==> config.mk <==
export PLATFORM = sky130hd
export DESIGN_NAME = rewrite_rule_tokenizer_top
export DESIGN_NICKNAME = d
export VERILOG_FILES = /design/src/hw/rtl/rrt_pkg.sv /design/src/hw/rtl/rrt_step.sv /design/src/hw/rtl/rrt_outq.sv /design/src/hw/rtl/rewrite_rule_tokenizer_top.sv
export SDC_FILE = /design/constraint.sdc
export NUM_CORES = 1
export LEC_CHECK = 0
export BUFFER_PORTS_ARGS = -buffer_cell sky130_fd_sc_hd__buf_2
export CORE_UTILIZATION = 60
export DETAILED_ROUTE_END_ITERATION = 12
export PLACE_DENSITY_LB_ADDON = 0.08
export SLEW_MARGIN = 20
export SYNTH_ARGS = -nofsm -noshare
export SYNTH_HDL_FRONTEND = slang
export SYNTH_SLANG_ARGS = --single-unit
==> constraint.sdc <==
create_clock -name clock -period 4.15 [get_ports clock]
set_input_delay 0.415 -clock clock [delete_from_list [all_inputs] [get_ports clock]]
set_output_delay 0.415 -clock clock [all_outputs]
set_load 0.1 [all_outputs]
==> src/hw/rtl/rrt_pkg.sv <==
// Types and constants shared by the rewrite-rule tokenizer modules.
`timescale 1ns / 1ps
`default_nettype none
package rrt_pkg;

   localparam logic [2:0] KIND_LEFT     = 3'd0;
   localparam logic [2:0] KIND_RIGHT    = 3'd1;
   localparam logic [2:0] KIND_END_LEFT = 3'd2;
   localparam logic [2:0] KIND_END_RULE = 3'd3;
   localparam logic [2:0] KIND_ERROR    = 3'd4;

   localparam logic [1:0] PHASE_ARROW = 2'd0;
   localparam logic [1:0] PHASE_LEFT  = 2'd1;
   localparam logic [1:0] PHASE_RIGHT = 2'd2;

   localparam logic [2:0] ARROW_NONE   = 3'd0;
   localparam logic [2:0] ARROW_DASH   = 3'd1;
   localparam logic [2:0] ARROW_EQUAL  = 3'd2;
   localparam logic [2:0] ARROW_NORMAL = 3'd3;
   localparam logic [2:0] ARROW_TERM   = 3'd4;

   localparam logic [7:0] CH_NUL    = 8'h00;
   localparam logic [7:0] CH_BSLASH = 8'h5C;
   localparam logic [7:0] CH_DASH   = 8'h2D;
   localparam logic [7:0] CH_EQUAL  = 8'h3D;
   localparam logic [7:0] CH_GT     = 8'h3E;
   localparam logic [7:0] CH_LBRACK = 8'h5B;
   localparam logic [7:0] CH_RBRACK = 8'h5D;
   localparam logic [7:0] CH_SPACE  = 8'h20;

   typedef struct packed {
      logic [1:0] rule_phase;
      logic [2:0] arrow_progress;
      logic       escape_pending;
      logic       inside_brackets;
      logic       after_space;
   } tok_state_type;

   typedef struct packed {
      logic [2:0] entry_kind;
      logic [7:0] char_out;
      logic       terminal_rule;
      logic       text_done;
      logic       last_of_item;
   } tok_result_type;

   localparam tok_state_type STATE_RESET = '0;

endpackage
`default_nettype wire

==> src/hw/rtl/rrt_step.sv <==
// Per-character decode: next tokenizer state and up to two result beats.
`timescale 1ns / 1ps
`default_nettype none
module rrt_step (
   input  wire logic [7:0]             char_in,
   input  rrt_pkg::tok_state_type      cur_state,
   output rrt_pkg::tok_state_type      nxt_state,
   output logic [1:0]                  res_count,
   output rrt_pkg::tok_result_type     res0,
   output rrt_pkg::tok_result_type     res1
);
   import rrt_pkg::*;

   logic           err;
   logic           flush;
   logic           main_v;
   tok_result_type main_r;
   tok_result_type flush_r;
   logic [2:0]     side;

   always_comb begin
      nxt_state = cur_state;
      err       = 1'b0;
      flush     = 1'b0;
      main_v    = 1'b0;
      side      = (cur_state.rule_phase == PHASE_LEFT) ? KIND_LEFT : KIND_RIGHT;
      main_r    = '{entry_kind: side, char_out: char_in, terminal_rule: 1'b0,
                    text_done: 1'b0, last_of_item: 1'b1};
      flush_r   = '{entry_kind: side, char_out: CH_BSLASH, terminal_rule: 1'b0,
                    text_done: 1'b0, last_of_item: 1'b0};

      case (char_in)
         CH_BSLASH: begin
            if (cur_state.rule_phase == PHASE_ARROW) begin
               err = 1'b1;
            end else if (cur_state.escape_pending) begin
               nxt_state.escape_pending = 1'b0;
               main_v = 1'b1;
            end else begin
               nxt_state.escape_pending = 1'b1;
            end
            nxt_state.after_space = 1'b0;
         end
         CH_DASH, CH_EQUAL: begin
            if (cur_state.rule_phase == PHASE_ARROW) begin
               if (cur_state.arrow_progress != ARROW_NONE) err = 1'b1;
               else nxt_state.arrow_progress = (char_in == CH_DASH) ? ARROW_DASH
                                                                     : ARROW_EQUAL;
            end else begin
               flush = cur_state.escape_pending;
               nxt_state.escape_pending = 1'b0;
               main_v = 1'b1;
            end
            nxt_state.after_space = 1'b0;
         end
         CH_GT: begin
            if (cur_state.rule_phase == PHASE_ARROW) begin
               if (cur_state.arrow_progress == ARROW_NONE) err = 1'b1;
               else if (cur_state.arrow_progress == ARROW_DASH)
                  nxt_state.arrow_progress = ARROW_NORMAL;
               else if (cur_state.arrow_progress == ARROW_EQUAL)
                  nxt_state.arrow_progress = ARROW_TERM;
            end
            nxt_state.after_space = 1'b0;
         end
         CH_LBRACK, CH_RBRACK: begin
            if (cur_state.escape_pending) begin
               nxt_state.escape_pending = 1'b0;
               main_v = 1'b1;
            end else if (cur_state.rule_phase == PHASE_ARROW) begin
               err = 1'b1;
            end else if (char_in == CH_LBRACK) begin
               if (cur_state.inside_brackets) err = 1'b1;
               else nxt_state.inside_brackets = 1'b1;
            end else begin
               if (!cur_state.inside_brackets) err = 1'b1;
               else nxt_state.inside_brackets = 1'b0;
            end
            nxt_state.after_space = 1'b0;
         end
         CH_SPACE: begin
            if (cur_state.rule_phase == PHASE_ARROW) begin
               if (cur_state.arrow_progress >= ARROW_NORMAL)
                  nxt_state.rule_phase = PHASE_LEFT;
               else if (cur_state.arrow_progress != ARROW_NONE)
                  err = 1'b1;
            end else begin
               flush = cur_state.escape_pending;
               nxt_state.escape_pending = 1'b0;
               if (cur_state.inside_brackets) begin
                  main_v = 1'b1;
               end else if (!cur_state.after_space) begin
                  main_v = 1'b1;
                  main_r.char_out = '0;
                  if (cur_state.rule_phase == PHASE_LEFT) begin
                     main_r.entry_kind = KIND_END_LEFT;
                     nxt_state.rule_phase = PHASE_RIGHT;
                  end else begin
                     main_r.entry_kind = KIND_END_RULE;
                     main_r.terminal_rule = (cur_state.arrow_progress == ARROW_TERM);
                     nxt_state.rule_phase = PHASE_ARROW;
                     nxt_state.arrow_progress = ARROW_NONE;
                  end
               end
            end
            nxt_state.after_space = 1'b1;
         end
         CH_NUL: begin
            if (cur_state.rule_phase == PHASE_RIGHT && !cur_state.inside_brackets &&
                !cur_state.escape_pending) begin
               main_v = 1'b1;
               main_r.entry_kind = KIND_END_RULE;
               main_r.char_out = '0;
               main_r.terminal_rule = (cur_state.arrow_progress == ARROW_TERM);
               main_r.text_done = 1'b1;
            end else begin
               err = 1'b1;
            end
            nxt_state = STATE_RESET;
         end
         default: begin
            if (cur_state.rule_phase == PHASE_ARROW) begin
               err = 1'b1;
            end else begin
               flush = cur_state.escape_pending;
               nxt_state.escape_pending = 1'b0;
               main_v = 1'b1;
            end
            nxt_state.after_space = 1'b0;
         end
      endcase

      if (err) begin
         flush  = 1'b0;
         main_v = 1'b1;
         main_r = '{entry_kind: KIND_ERROR, char_out: 8'h00, terminal_rule: 1'b0,
                    text_done: 1'b0, last_of_item: 1'b1};
         nxt_state = STATE_RESET;
      end

      // flush is only ever set together with main_v
      res_count = {1'b0, flush} + {1'b0, main_v};
      res0      = flush ? flush_r : main_r;
      res1      = main_r;
   end

endmodule
`default_nettype wire

==> src/hw/rtl/rrt_outq.sv <==
// Result register with one extra slot for the second beat of a character.
`timescale 1ns / 1ps
`default_nettype none
module rrt_outq (
   input  wire logic                clock,
   input  wire logic                reset,
   input  wire logic                push,
   input  wire logic [1:0]          res_count,
   input  rrt_pkg::tok_result_type  res0,
   input  rrt_pkg::tok_result_type  res1,
   input  wire logic                rsp_ready,
   output logic                     rsp_valid,
   output rrt_pkg::tok_result_type  rsp_data,
   output logic                     can_push
);
   import rrt_pkg::*;

   logic           out_valid_ff, out_valid_in;
   tok_result_type out_data_ff, out_data_in;
   logic           pend_valid_ff, pend_valid_in;
   tok_result_type pend_data_ff, pend_data_in;
   logic           take;

   assign take     = out_valid_ff & rsp_ready;
   assign can_push = ~pend_valid_ff & (~out_valid_ff | rsp_ready);

   always_comb begin
      out_valid_in  = out_valid_ff;
      out_data_in   = out_data_ff;
      pend_valid_in = pend_valid_ff;
      pend_data_in  = pend_data_ff;
      if (push) begin
         out_valid_in  = (res_count != 2'd0);
         out_data_in   = res0;
         pend_valid_in = (res_count == 2'd2);
         pend_data_in  = res1;
      end else if (take) begin
         out_valid_in  = pend_valid_ff;
         out_data_in   = pend_data_ff;
         pend_valid_in = 1'b0;
      end
   end

   always_ff @(posedge clock) begin
      if (reset) begin
         out_valid_ff  <= 1'b0;
         pend_valid_ff <= 1'b0;
      end else begin
         out_valid_ff  <= out_valid_in;
         pend_valid_ff <= pend_valid_in;
      end
      out_data_ff  <= out_data_in;
      pend_data_ff <= pend_data_in;
   end

   assign rsp_valid = out_valid_ff;
   assign rsp_data  = out_data_ff;

endmodule
`default_nettype wire

==> src/hw/rtl/rewrite_rule_tokenizer_top.sv <==
// Rewrite-rule tokenizer: one text byte per beat in, pattern tokens out.
// The first result beat of a character is registered and is on rsp_ in the cycle after acceptance.
// Throughput: one character per cycle unless rsp_ready stalls the output; a character giving
// two results holds req_ready low until its second beat has left the extra result slot.
// Reset (synchronous, active high) clears the tokenizer state and both result slots.
`timescale 1ns / 1ps
`default_nettype none
module rewrite_rule_tokenizer_top (
   input  wire logic       clock,
   input  wire logic       reset,
   input  wire logic       req_valid,
   output logic            req_ready,
   input  wire logic [7:0] req_char_in,
   output logic            rsp_valid,
   input  wire logic       rsp_ready,
   output logic [2:0]      rsp_entry_kind,
   output logic [7:0]      rsp_char_out,
   output logic            rsp_terminal_rule,
   output logic            rsp_text_done,
   output logic            rsp_last_of_item
);
   import rrt_pkg::*;

   tok_state_type  state_ff, state_in;
   logic [1:0]     res_count;
   tok_result_type res0, res1, rsp_data;
   logic           can_push;
   logic           push;

   assign req_ready = can_push;
   assign push      = req_valid & can_push;

   rrt_step u_step (
      .char_in   (req_char_in),
      .cur_state (state_ff),
      .nxt_state (state_in),
      .res_count (res_count),
      .res0      (res0),
      .res1      (res1)
   );

   always_ff @(posedge clock) begin
      if (reset) begin
         state_ff <= STATE_RESET;
      end else if (push) begin
         state_ff <= state_in;
      end
   end

   rrt_outq u_outq (
      .clock     (clock),
      .reset     (reset),
      .push      (push),
      .res_count (res_count),
      .res0      (res0),
      .res1      (res1),
      .rsp_ready (rsp_ready),
      .rsp_valid (rsp_valid),
      .rsp_data  (rsp_data),
      .can_push  (can_push)
   );

   assign rsp_entry_kind    = rsp_data.entry_kind;
   assign rsp_char_out      = rsp_data.char_out;
   assign rsp_terminal_rule = rsp_data.terminal_rule;
   assign rsp_text_done     = rsp_data.text_done;
   assign rsp_last_of_item  = rsp_data.last_of_item;

endmodule
`default_nettype wire

* After elaboration in Yosys (flattened, before gate mapping)
Index checks and enable logic that the tools add are counted.
** Word-level totals
- Register bits :: 38
- Bits in latches :: 0
- Memory bits (writable) :: 0
- ROM bits :: 0
- Input port bits :: 12
- Output and inout bits :: 16
- Logic and storage cells :: 145
- Memories kept :: 0
** Cells by class
- Add/sub/neg operators :: 1
- Multipliers :: 0
- Divide/modulo/power cells :: 0
- Magnitude comparators :: 1
- Equal/unequal tests :: 30
- Shift-type cells :: 0
- Mux-type cells :: 69
- Bitwise operators :: 6
- Reductions and logical operators :: 21
** Operator list (number)
- 2-to-1 mux 14 bit :: 4
- 2-to-1 mux 1 bit :: 39
- 2-to-1 mux 12 bit :: 3
- equality test 8 x 6 -> 1 bit, second input constant :: 4
- != test 3 x 2 -> 1 bit, second input constant :: 10
- equality test 8 x 7 -> 1 bit, second input constant :: 3
- case mux 12 bit (2 select lines) :: 1
- 2-to-1 mux 3 bit :: 7
- 2-to-1 mux 13 bit :: 1
- case mux 3 bit (4 select lines) :: 1
- AND reduction 11 bit :: 1
- 2-to-1 mux 5 bit :: 2
- case mux 1 bit (5 select lines) :: 2
- AND reduction 5 bit :: 2
- nonzero test 3 bit :: 3
- zero test 8 bit :: 1
- 2-to-1 mux 2 bit :: 4
- 2-to-1 mux 8 bit :: 1
- != test 4 x 2 -> 1 bit, second input constant :: 2
- != test 3 x 1 -> 1 bit, second input constant :: 2
- nonzero test 5 bit :: 1
- OR reduction 5 bit :: 1
- equality test 2 bit, second input constant :: 2
- 2-to-1 mux 4 bit :: 1
- other kinds (23) :: 30

* Logic depth before layout (Yosys ltp)
- Word-level depth :: 9
- Gate-level depth with buffers :: 10
- Gate-level depth less buffers :: 7

* By module
A second synthesis with hierarchy kept.
** Unflattened totals
- Cell total of the unflattened synthesis :: 233
- Area, all modules :: 2413.6 sq um
** By module, submodules not included
- rrt_outq :: times used 1, cells each 57, area each 1157.4 sq um, sequential area each 880.8 sq um
- rrt_step :: times used 1, cells each 138, area each 875.8 sq um, sequential area each 0.0 sq um
- rewrite_rule_tokenizer_top :: times used 1, cells each 38, area each 380.4 sq um, sequential area each 160.2 sq um

* Least setup slack after synthesis
No wires, ideal clock.
- Kind :: register to register
- From :: register u_outq.out_valid_ff (netlist: u_outq.rsp_valid)
- To :: register u_outq.out_data_ff, in the netlist u_outq.rsp_data[11], data pin
- Library setup time :: 260 ps
- Arrival :: 3622 ps
- Data required time :: 3890 ps
- Setup slack :: 268 ps
- Cell stages (with the launch flop) :: 5
- Path buffers :: 0
- Clock period less this slack :: 3882 ps
- Cell sequence :: dfxtp_1 > a21oi_1 > nand2_1 > inv_2 > mux2_2
** RTL lines
- from (decl) :: line rrt_outq.sv:18 : logic out_valid_ff, out_valid_in;
- from (signal assigned) :: line rrt_outq.sv:49 : out_valid_ff <= out_valid_in;
- to (signal assigned) :: line rrt_outq.sv:52 : out_data_ff <= out_data_in;
- to (decl) :: line rrt_outq.sv:19 : tok_result_type out_data_ff, out_data_in;

* Worst setup path after layout
- From :: register state_ff[7] in the netlist's numbering
- To :: register u_outq.out_valid_ff (netlist: u_outq.rsp_valid)
** Between the ends
- Word-level cells in the longest chain between the ends :: 9
- Elaborated cells between the ends (all ways) :: 24
- Classes of those cells :: 1 x add/sub; 1 x eq/ne; 18 x mux; 4 x reduce/logical
** RTL lines
- from (decl) :: line rewrite_rule_tokenizer_top.sv:24 : tok_state_type state_ff, state_in;
- from (signal assigned) :: line rewrite_rule_tokenizer_top.sv:46 : state_ff <= state_in;
- equality test 2 bit :: line rrt_step.sv:109 : if (cur_state.rule_phase == PHASE_RIGHT && !cur_state.inside_brackets &&
- logical AND 1 bit (2 in a row) :: line rrt_step.sv:109
- 2-to-1 mux 1 bit :: line rrt_step.sv:109
- case mux 1 bit (5 select lines) :: line rrt_step.sv:32 : case (char_in)
- 2-to-1 mux 1 bit :: line rrt_step.sv:133 : if (err) begin
- adder 1 x 1 -> 2 bit (*) :: line rrt_step.sv:142 : res_count = {1'b0, flush} + {1'b0, main_v};
- nonzero test 2 bit (*) :: line rrt_outq.sv:33 : out_valid_in = (res_count != 2'd0);
- 2-to-1 mux 1 bit (*) :: line rrt_outq.sv:32 : if (push) begin
Every way passes the cells marked *; elsewhere a longest branch is shown, timed or not.
A chain may end at the register's enable or synchronous reset.

==> summary by stage <==
Routing
The DRC marker count from the first detailed-route iteration is 157. The post-detailed-route via-to-cell ratio is 6.549. Across all layers, the routed design uses 1860 vias. After detailed routing, the number of remaining DRC violations is 0. The remaining antenna violation count after routing is 0.

The number of iterations in the first detailed-routing pass is 5. The final wirelength is 5.049 mm. After detailed routing, the average wire length per cell comes to 17.78 µm.

Worst setup path
Across all register-to-register paths, the minimum setup slack is 1.53 ns. The destination of the worst register-to-register timing path is u_outq.rsp_valid. In this design, the largest share of critical-path delay is due to simple AND/OR/NAND/NOR gates. The startpoint identified for the worst register-to-register timing path is state_ff[7].

STA puts the critical path data required time at 4.32 ns. The slowest stage of the critical path is the and3_1 cell. The number of buffer and inverter stages on the critical path is 1. The sort of element at the end of the critical path is a flip-flop. The startpoint class of the critical path is a flip-flop. Measured in cells, the most critical reg-to-reg path has a length of 7. The critical path goes through or4b_1 > nand4_1 > o31a_2 > and3_1 > inv_6 > nor4b_1 > a211oi_1. The type of the worst setup path is flip-flop to flip-flop. Data arrives at the worst endpoint at 2.78 ns. The highest fanout seen on the critical path is 15. The delay contributed by the slowest stage of the critical path is 0.56 ns.

Timing
In this run the tightest slew margin relative to its limit is 35.50%. The count of endpoints failing hold in the final timing report came to 0. The number of max-slew violations in the final report was 0. Setup total negative slack on the finished layout was measured at 0 ns. The slew at the pin with the worst max-slew slack is 0.9652 ns.

Final hold analysis gives a worst-case slack of 0.4191 ns. The worst path uses 63.03% of the clock period. Setup violations remaining at the end of the flow were counted as 0.

The final critical-path required period is 2.616 ns. Across the routed clock network, the largest skew measured is 0.01001 ns. The maximum operating frequency is 0.3823 GHz. Setup repair after global routing left no endpoint under its margin.

Power
The leakage dissipation is 0.8503 nW. The maximum VDD drop is 0.1341 mV. The design draws 0.7791 mW.

Dividing total power by cell area gives a power density of 339.1 nW/µm².

Clock network
The number of clock sinks seen by CTS is 37. The number of clock buffers inserted by TritonCTS is 5. After clock tree synthesis, the clock-pin slew on the worst setup and hold paths is 0.11 ns.

In this run the deepest clock path goes through 2 buffers. The insertion delay to the later sink of the worst-skew pair is 0.34 ns. The number of setup buffers added after CTS is 0. The number of H-tree levels is 2. TritonCTS built the clock tree. In this run, post-CTS repair resized a total of 0 instances. Buffers inserted to repair hold after CTS numbered 0. The clock tree root buffer cell is clkbuf_4.

Synth
Yosys mapped a number of flops with a built-in enable equal to 27. During synthesis, Yosys emitted a total of 0 warnings. The synthesized design contains 37 register bits. The portion of netlist area occupied by mux cells is 0.9953%. After synthesis, flip-flops and latches occupy 47.31% of the total area. The simple-gate area share of the yosys netlist is 28.22%. The most common flop cell mapped by yosys is edfxtp_1. By area, the combinational part of the netlist is dominated by simple AND/OR/NAND/NOR gates. The number of standard cells after synthesis is 215. The area share of xor/xnor cells in the synthesized design is 0.4098%. The area share of fa/ha/maj cells after synthesis is 0%. The total nets after synthesis is 227. The synthesized area per cell is 9.940 µm². The distinct cell type count after synthesis is 63. The cell area after synthesis is 2137 µm². The area fraction in compound gates after synthesis is 16.28%.

For this run, asynchronously set or reset flops after synthesis account for 0%.

GRT
The final global-route overflow total is 0. The first global-routing pass estimated 8.004 mm of wire. Across every metal layer, demand over resource in global routing totals 29.38%. Entering global routing, the biggest net connects 29 pins.

The via count of the first global-routing pass is 1710. The initial antenna violation count is 0.

Layout
The number of filler cells placed in the layout is 305. The share of final-layout standard cells stronger than drive strength 1 is 20.59%. In the final design database the tool counted 249 nets. The area added between synthesis and finish is 7.494%.

The antenna cell count is 0. The number of non-filler instances in the completed layout is 284.

Min path
The worst hold path depth is 2. In this run the worst hold path is classified as input port to flip-flop. The destination of the worst hold path is u_outq.pend_valid_ff.

The startpoint identified for the worst hold timing path is reset.

Die
The die extent in x is 61.68 µm. The floorplan die height is 61.68 µm. The die covers 3804 µm².

The effective utilization at floorplan is 63.54%. The area of the placeable core is 3363 µm². The row count is 21. 28 I/O pins were placed.

Placed design
The placed cell count is 276. At the end of routability-driven placement, the weighted congestion stood at 0.9157. The estimated wirelength of the detail-placed design is 3.590 mm. Buffers placed on the I/O ports in this run total 27.

Outcome
The flow ran to the end, and the final reports show no timing, DRC or antenna violations.

Flow run
Max-cap violations in this run came to 0.
==> state kept, by name, indices dropped and copies added (netlist names) <==
name	cells
u_outq.rsp_data	14
u_outq.rsp_valid	1
u_outq.pend_valid_ff	1
u_outq.pend_data_ff	13
state_ff	8
==> cell usage after synthesis (all sizes together) (5+ instances only) <==
master  instances  area, µm²
edfxtp         27      810.8
o21ai           6      30.03
inv            15      61.31
nand4           5      31.28
nand3           8      40.04
or4             5      37.54
a21oi           9      48.80
dfxtp          10      200.2
nand2          21      78.83
o31ai           5      37.54
buf             9      72.57
nor3            9      50.05
nor2           17      63.81
==> how the worst max path moves through the flow <==
stage                          start                  end  depth (start not counted)
floorplan           u_outq.rsp_valid  u_outq.rsp_data[11]                          4
global placement      req_char_in[7]   u_outq.rsp_data[8]                          8
detailed placement    req_char_in[7]   u_outq.rsp_data[8]                          8
CTS                      state_ff[7]     u_outq.rsp_valid                          7
global route             state_ff[7]     u_outq.rsp_valid                          7
finish                   state_ff[7]     u_outq.rsp_valid                          7
==> report_power, final <==
| part | switching (mW) | internal, mW | leakage (nW) | total, mW |
|---|---|---|---|---|
| registers | 0.00554 | 0.419 | 0.348 | 0.424 |
| logic | 0.145 | 0.0278 | 0.470 | 0.173 |
| clock network | 0.118 | 0.0646 | 0.0320 | 0.182 |
| total | 0.268 | 0.511 | 0.850 | 0.779 |
==> layer usage <==
layer / vias up / routed length [µm] / global-route usage, %
li1: 862 / - / -
met1: 896 / 2133 / 38.06
met2: 93 / 2546 / 48.23
met3: 9 / 290 / 5.252
met4: 0 / 80 / 12.38
met5: - / 0 / 0
==> through the flow <==
stage | worst slack, ns | utilization [%] | instance area (µm²)
global route | 1.419 | 68.30 | 2297
global placement | 1.432 | 66.78 | 2246
floorplan | 0.2682 | - | 2137
CTS | 1.561 | 68.30 | 2297
detailed placement | 1.353 | 66.78 | 2246
finish | 1.534 | 68.30 | 2297
==> worst register-to-register path, stage by stage, from the launching register on <==
cell and delay (ns):
dfxtp_1 0.48, or4b_1 0.53, nand4_1 0.12, o31a_2 0.19, and3_1 0.56, inv_6 0.08
nor4b_1 0.37, a211oi_1 0.11
==> cell families (layout without fill, tap and decap cells) <==
group                  count (synthesis)  in the layout
AO/OA/AOI/OAI                         47             47
XOR/XNOR                               1              1
buffers and inverters                 27             50
flip-flops                            37             37
multiplexers                           2              2
AND/OR/NAND/NOR                      101            101
==> layout make-up <==
class,instances,area [µm²],area share [%]
clock buffer,6,41.29,1.797
sequential,37,1011,44.01
inverter,15,61.31,2.669
timing repair buffer,27,135.1,5.882
clock inverter,2,10.01,0.4357
multi-input combinational,151,980.9,42.70
tap,46,57.56,2.505
==> cells in the final DEF (no fill, tap or decap), types with 4 or more instances in the layout <==
master     n
a21oi_1    8
and2_1     4
buf_2     27
clkbuf_4   5
dfxtp_1   10
edfxtp_1  27
inv_1     13
nand2_1   21
nand3_1    8
nand4_1    5
nor2_1    17
nor3_1     8
o21ai_0    6
o31ai_1    5
or4_1      5
(Power assumes the default switching activity.)
